`src/hdl/lzr_pkg.sv`:
```
// ----------------------------------------------------------------------------
// lzr_pkg
// shared types, widths and the lanczos-3 weight table for the resizer
// ----------------------------------------------------------------------------
package lzr_pkg;

  // register indexes on the configuration port
  localparam logic [1:0] REG_SRC_WIDTH  = 2'd0;
  localparam logic [1:0] REG_SRC_HEIGHT = 2'd1;
  localparam logic [1:0] REG_SCALE      = 2'd2;
  localparam logic [1:0] REG_INV_SCALE  = 2'd3;

  // reset values of the registers
  localparam logic [8:0]  RST_SRC_WIDTH  = 9'd256;
  localparam logic [8:0]  RST_SRC_HEIGHT = 9'd256;
  localparam logic [14:0] RST_SCALE      = 15'd4096;
  localparam logic [14:0] RST_INV_SCALE  = 15'd4096;

  // scale limits, q3.12
  localparam logic [14:0] SCALE_MIN = 15'd1024;
  localparam logic [14:0] SCALE_MAX = 15'd16384;
  localparam logic [14:0] SCALE_ONE = 15'd4096;

  // datapath widths
  localparam int PW   = 14;  // source position along one axis
  localparam int TW   = 30;  // centre and tap terms, 1/8192 pixel
  localparam int WTW  = 18;  // signed q1.14 tap weight
  localparam int COLW = 36;  // signed channel sum
  localparam int TOTW = 26;  // signed weight total

  // bin value that stands for "three or more", weight zero
  localparam logic [2:0] BIN_FAR = 3'd6;

  typedef struct packed {
    logic [8:0]  src_width;
    logic [8:0]  src_height;
    logic [14:0] scale;
    logic [14:0] inv_scale;
  } cfg_t;

  // one queued beat, already classified by the front part
  typedef struct packed {
    logic        is_load;
    logic        load_ok;
    logic [9:0]  x;
    logic [9:0]  y;
    logic [31:0] pix;
  } fe_item_t;

  // tap weight from two half-step bins, product of the 1-d lobe values
  // rounded half away from zero back to q1.14
  function automatic logic signed [WTW-1:0] tap_weight(input logic [2:0] bx,
                                                       input logic [2:0] by);
    logic [1:0] cx;
    logic [1:0] cy;
    logic       zx;
    logic       zy;
    logic signed [WTW-1:0] w;
    cx = 2'd0;
    cy = 2'd0;
    zx = 1'b0;
    zy = 1'b0;
    case (bx)
      3'd0: cx = 2'd0;
      3'd1: cx = 2'd1;
      3'd3: cx = 2'd2;
      3'd5: cx = 2'd3;
      default: zx = 1'b1;
    endcase
    case (by)
      3'd0: cy = 2'd0;
      3'd1: cy = 2'd1;
      3'd3: cy = 2'd2;
      3'd5: cy = 2'd3;
      default: zy = 1'b1;
    endcase
    case ({cx, cy})
      4'h0: w = 18'sd16384;
      4'h1: w = 18'sd9960;
      4'h2: w = -18'sd2213;
      4'h3: w = 18'sd398;
      4'h4: w = 18'sd9960;
      4'h5: w = 18'sd6055;
      4'h6: w = -18'sd1345;
      4'h7: w = 18'sd242;
      4'h8: w = -18'sd2213;
      4'h9: w = -18'sd1345;
      4'ha: w = 18'sd299;
      4'hb: w = -18'sd54;
      4'hc: w = 18'sd398;
      4'hd: w = 18'sd242;
      4'he: w = -18'sd54;
      4'hf: w = 18'sd10;
      default: w = '0;
    endcase
    return (zx || zy) ? '0 : w;
  endfunction

endpackage

```
`src/hdl/lzr_front.sv`:
```
// ----------------------------------------------------------------------------
// lzr_front
// input side: takes beats, classifies loads and requests, two-entry queue
// ----------------------------------------------------------------------------
module lzr_front import lzr_pkg::*; #(
  parameter int MAX_WIDTH  = 256,
  parameter int MAX_HEIGHT = 256
) (
  input  logic       clk,
  input  logic       rst,
  input  logic       push,
  output logic       full,
  input  logic       kind,
  input  logic [9:0] coord_x,
  input  logic [9:0] coord_y,
  input  logic [7:0] red_in,
  input  logic [7:0] green_in,
  input  logic [7:0] blue_in,
  input  logic [7:0] alpha_in,
  output logic       q_valid,
  output fe_item_t   q_item,
  input  logic       q_take
);

  fe_item_t   entry [2];
  logic       wr_ptr;
  logic       rd_ptr;
  logic [1:0] count;
  logic       accept;
  fe_item_t   item_in;

  // classify the incoming beat
  always_comb begin
    item_in.is_load = !kind;
    item_in.load_ok = ({3'b0, coord_x} < 13'(MAX_WIDTH)) &&
                      ({3'b0, coord_y} < 13'(MAX_HEIGHT));
    item_in.x       = coord_x;
    item_in.y       = coord_y;
    item_in.pix     = {alpha_in, blue_in, green_in, red_in};
  end

  assign full    = (count == 2'd2);
  assign accept  = push && !full;
  assign q_valid = (count != 2'd0);
  assign q_item  = entry[rd_ptr];

  // queue storage
  always_ff @(posedge clk) begin
    if (accept) begin
      entry[wr_ptr] <= item_in;
    end
  end

  // queue pointers
  always_ff @(posedge clk) begin
    if (rst) begin
      wr_ptr <= 1'b0;
      rd_ptr <= 1'b0;
      count  <= 2'd0;
    end else begin
      if (accept) begin
        wr_ptr <= !wr_ptr;
      end
      if (q_take) begin
        rd_ptr <= !rd_ptr;
      end
      count <= count + 2'(accept) - 2'(q_take);
    end
  end

endmodule

```
`config.mk`:
```
export PLATFORM = sky130hd
export DESIGN_NAME = lzr_front
export DESIGN_NICKNAME = d
export VERILOG_FILES = /design/src/hdl/lzr_pkg.sv /design/src/hdl/lzr_front.sv
export SDC_FILE = /design/constraint.sdc
export NUM_CORES = 1
export LEC_CHECK = 0
export ABC_AREA = 1
export ABC_CLOCK_PERIOD_IN_PS = 4970
export BUFFER_PORTS_ARGS = -buffer_cell sky130_fd_sc_hd__buf_2
export CAP_MARGIN = 20
export CORE_MARGIN = 1
export CORE_UTILIZATION = 35
export CTS_BUF_LIST = sky130_fd_sc_hd__clkbuf_4 sky130_fd_sc_hd__clkbuf_8
export CTS_CLUSTER_SIZE = 8
export DETAILED_ROUTE_END_ITERATION = 6
export PLACE_DENSITY = 0.54
export SYNTH_ARGS = -nofsm -noshare
export SYNTH_HDL_FRONTEND = slang
export SYNTH_SLANG_ARGS = --single-unit
```
`constraint.sdc`:
```
create_clock -name clk -period 4.97 [get_ports clk]
set_clock_uncertainty 0.2 [all_clocks]
set_input_delay 0.497 -clock clk [delete_from_list [all_inputs] [get_ports clk]]
set_output_delay 0.497 -clock clk [all_outputs]
set_load 0.02 [all_outputs]
```
; ---- Word level (Yosys, flattened, before mapping)
; Memory sizes are Yosys's and may differ from the RTL's. A register that Yosys moved wholly into a read port is not among the register bits.
; Index checks and enable logic that the tools add are counted.
[totals]
register_bits = 4
latchBits = 0
mem_bits_rw = 108
mem_bits_ro = 0
input_bits = 57
output_inout_bits = 56
elab_cells = 20
memories = 1
[op_classes]
add_sub_neg = 2
mul = 0
div = 0
order_cmp = 2
n_eq_ne = 1
shifts = 0
n_mux = 4
n_bitwise = 0
n_reduce_logical = 7
[mem_list]
columns = name, depth, word_bits, rd, rd_ports_with_merged_regs, wr, line_no
row1 = entry, 2, 54, 1, 1, 1, lzr_front.sv:25  ; fe_item_t entry [2];
[op_table]
columns = cell, count
row1 = 10-bit by 9-bit less-than comparator with 1-bit output (second input constant), 2
row2 = 1-bit zero test, 4
row3 = 1-bit 2-to-1 mux, 4
row4 = 2-bit by 1-bit adder with 2-bit output, 1
row5 = 2-bit == test (second input constant), 1
row6 = 1-bit logical AND, 2
row7 = 2-bit nonzero test, 1
row8 = 2-bit by 1-bit subtractor with 2-bit output, 1

; ---- Logic depth before layout (Yosys ltp)
[depth]
depth_word = 5
ltp_mapped = 11
depth_no_buf = 11

; ---- Worst setup path after synthesis
; OpenSTA, ideal clock, no wires.
[synth_timing]
kind = input port to flip-flop
startpoint = input push
endpoint = memory entry[0][0] (netlist name), enable pin
setup_ns = 0.466
arrival_ns = 2.827
path_slack_ns = 1.477
stages = 2
path_cell_list = nand2_1 nor2_1
[synth_via]
elab_chain_cells = 3
[synth_rtl]
columns = element, line_no
row1 = from (decl), lzr_front.sv:11  ; input logic push,
row2 = 1-bit logical AND, lzr_front.sv:43  ; assign accept = push && !full;
row3 = 1-bit 2-to-1 mux, lzr_front.sv:49  ; if (accept) begin
row4 = 1-bit 2-to-1 mux (implied by the code), lzr_front.sv:50  ; entry[wr_ptr] <= item_in;
row5 = to (decl), lzr_front.sv:25
; No other way between the ends.

==> impl_metrics.py <==
metrics = {
    "status": {
        "outcome": "finished, final reports clean",
    },
    "floorplanning": {
        "dieArea_um2": 13000,
        "die_w_um": 114,
        "ios": 113,
        "die_height_um": 114,
        "start_util_pct": 36.3,
        "core_um2": 12100,
        "rows": 40,
    },
    "clocking": {
        "cts_max_path_buffers": 2,
        "cts_hold_repair.buffers": 0,
        "numCtsBuffers": 17,
        "clkTransAtPathRegs_ns": 0.07,
        "post-cts-setup-buffers": 0,
        "cts_tree": "built",
        "htree_levels": 4,
        "post_cts_resized": 0,
        "cts-root-buf": "clkbuf_8",
        "cts_num_sinks": 113,
        "insertion_delay_ns": 0.41,
    },
    "sta": {
        "min_period_over_period_pct": 54.7,
        "tightestPinTransition_ns": 1.01,
        "timing.hold.ws_ns": 0.0720,
        "grt_setup_unrepaired": "false",
        "maxSlewHeadroom_pct": 32.9,
        "setup_viol": 0,
        "slew_violations": 0,
        "post-route-min-period_ns": 2.72,
        "finalHoldViolCount": 0,
        "fmax_mhz": 368,
        "setup_tns_ns": 0,
    },
    "drt": {
        "vias": 2178,
        "drcViolationCount": 0,
        "drt-total-wl_um": 7260,
        "ant_nets": 0,
        "via_per_inst": 4.26,
        "drt_iter0_drc": 55,
        "routedWlPerCell_um": 14.2,
        "drt_pass1_iterations": 4,
    },
    "synthesis": {
        "yosysTopAreaCellShare_pct": 73.8,
        "synth_area_leaders": "edfxtp_1 74%, mux2_4 17%, buf_12 2.3%, dfxtp_1 2.3%, mux2_2 1.0%",
        "synth_area_per_cell_um2": 21.6,
        "netlist_instances": 204,
        "yosysUniqueCellTypes": 14,
        "yosysTopAreaCell": "edfxtp_1",
        "syn_area_um2": 4400,
        "yosysSeqAreaShare_pct": 76.0,
        "syn-num-nets": 263,
        "synth_seq_cells": 113,
        "ys_warn_count": 0,
    },
    "grt": {
        "grt_max_degree": 55,
        "grtUsageTotal_pct": 12.0,
        "grt_pass1_wl_um": 11200,
        "antenna_found_initial": 1,
        "grt_overflow_total": 0,
        "grt_pass1_vias": 2214,
    },
    "pwr": {
        "totalPowerFinal_mw": 2.26,
        "power.leakage_nw": 2.18,
        "ir_worst_vdd_uv": 164,
        "powerDensity_nw_per_um2": 418,
    },
    "finish": {
        "final_layout_size_suffix_gt1_share_pct": 57.7,
        "instances_no_fill": 511,
        "fillers": 1110,
        "final_common_cell": "buf_2",
        "diodes": 0,
        "syn2layout_area_growth_pct": 23.2,
        "nets": 390,
        "final_area_um2": 5420,
        "final_cell_mix": "112 x buf_2, 108 x edfxtp_1, 50 x mux2_4, 17 x clkbuf_8, 9 x inv_1",
    },
    "critical_path": {
        "cp.required_ns": 4.27,
        "arrival_ns": 2.02,
        "crit_path_end_kind": "output port",
        "critical_path.endpoint": "q_item[48]",
        "startpoint_type": "flop",
        "rr_worst_depth": 5,
        "r2r_end": "entry[0][46]",
        "critPathMaxFanout": 54,
        "path_class": "reg -> out",
        "r2r_setup_slack_ns": 2.69,
        "rr_startpoint": "count[0]",
    },
    "place": {
        "dpl-instance-area_um2": 5080,
        "dpl.hpwl_um": 4570,
        "place_congestion": 0.748,
        "place_inst": 480,
        "port_buffers": 112,
    },
    "hold_path": {
        "worstHoldPathCells": 1,
        "min_path_type": "in -> reg",
    },
    "job": {
        "maxCapViolCount": 0,
    },
}
## worst min-delay path by stage
stage / from / endpoint / slack, ns
3_5_place_dp: rd_ptr / rd_ptr / 0.30
6_report: red_in[5] / entry[0][5] / 0.07
2_1_floorplan: wr_ptr / wr_ptr / 0.27
4_1_cts: coord_y[6] / entry[0][38] / 0.04
3_3_place_gp: rd_ptr / rd_ptr / 0.29
5_1_grt: coord_y[7] / entry[0][39] / 0.02
## Yosys cell counts
cell / count
buf_12: 5
dfxtp_1: 5
nor4_1: 1
nand3_1: 2
nand2_1: 7
inv_1: 10
edfxtp_1: 108
mux2_2: 4
mux2_4: 50
nor2_1: 6
a21oi_1: 2
xnor2_1: 1
ha_1: 2
buf_6: 1
## worst max-delay path, stage by stage, from the launching register on
cell and delay (ns):
dfxtp_4 1.02, mux2_2 0.42, buf_2 0.16
## layout make-up
type / instances / area [µm²] / share of cell area [%]
well taps: 168 / 210 / 3.88
multi-input cells: 75 / 912 / 16.8
inverters: 10 / 37.5 / 0.693
flip-flops and latches: 113 / 3350 / 61.8
clock inverters: 10 / 70.1 / 1.29
repair buffers: 114 / 576 / 10.6
clock buffers: 21 / 264 / 4.87
## logic make-up after synthesis
group | share of synthesized area [%]
flip-flops | 76.0
multiplexers | 18.1
buffers and inverters | 3.39
AND/OR/NAND/NOR | 1.48
AO/OA/AOI/OAI | 0.228
adder cells (fa/ha/maj) | 0.569
XOR/XNOR | 0.199
## power by group
| group | internal [mW] | switching, mW | total, mW |
|---|---|---|---|
| Sequential | 1.14 | 0.0428 | 1.18 |
| Combinational | 0.159 | 0.190 | 0.349 |
| Clock | 0.402 | 0.329 | 0.731 |
## sequential cells by signal (all words and copies together), names as in the netlist, named ones only
name	cells
entry	108
rd_ptr	1
wr_ptr	1
count	2
## through the flow
stage	setup WS (ns)	util [%]
after floorplan	1.48	-
after CTS	2.16	44.7
after detailed placement	2.51	42.0
final	2.25	44.7
after global placement	2.52	42.0
after global routing	2.10	44.7
## per-layer routing
layer / global-route usage [%] / up-vias / share of wire (%)
li1: - / 1033 / -
met1: 14.2 / 1053 / 44
met2: 18.3 / 77 / 47
met3: 6.19 / 13 / 7.8
met4: 4.94 / 2 / 1.6
met5: 0 / - / 0.14
(Power assumes the default switching activity.)
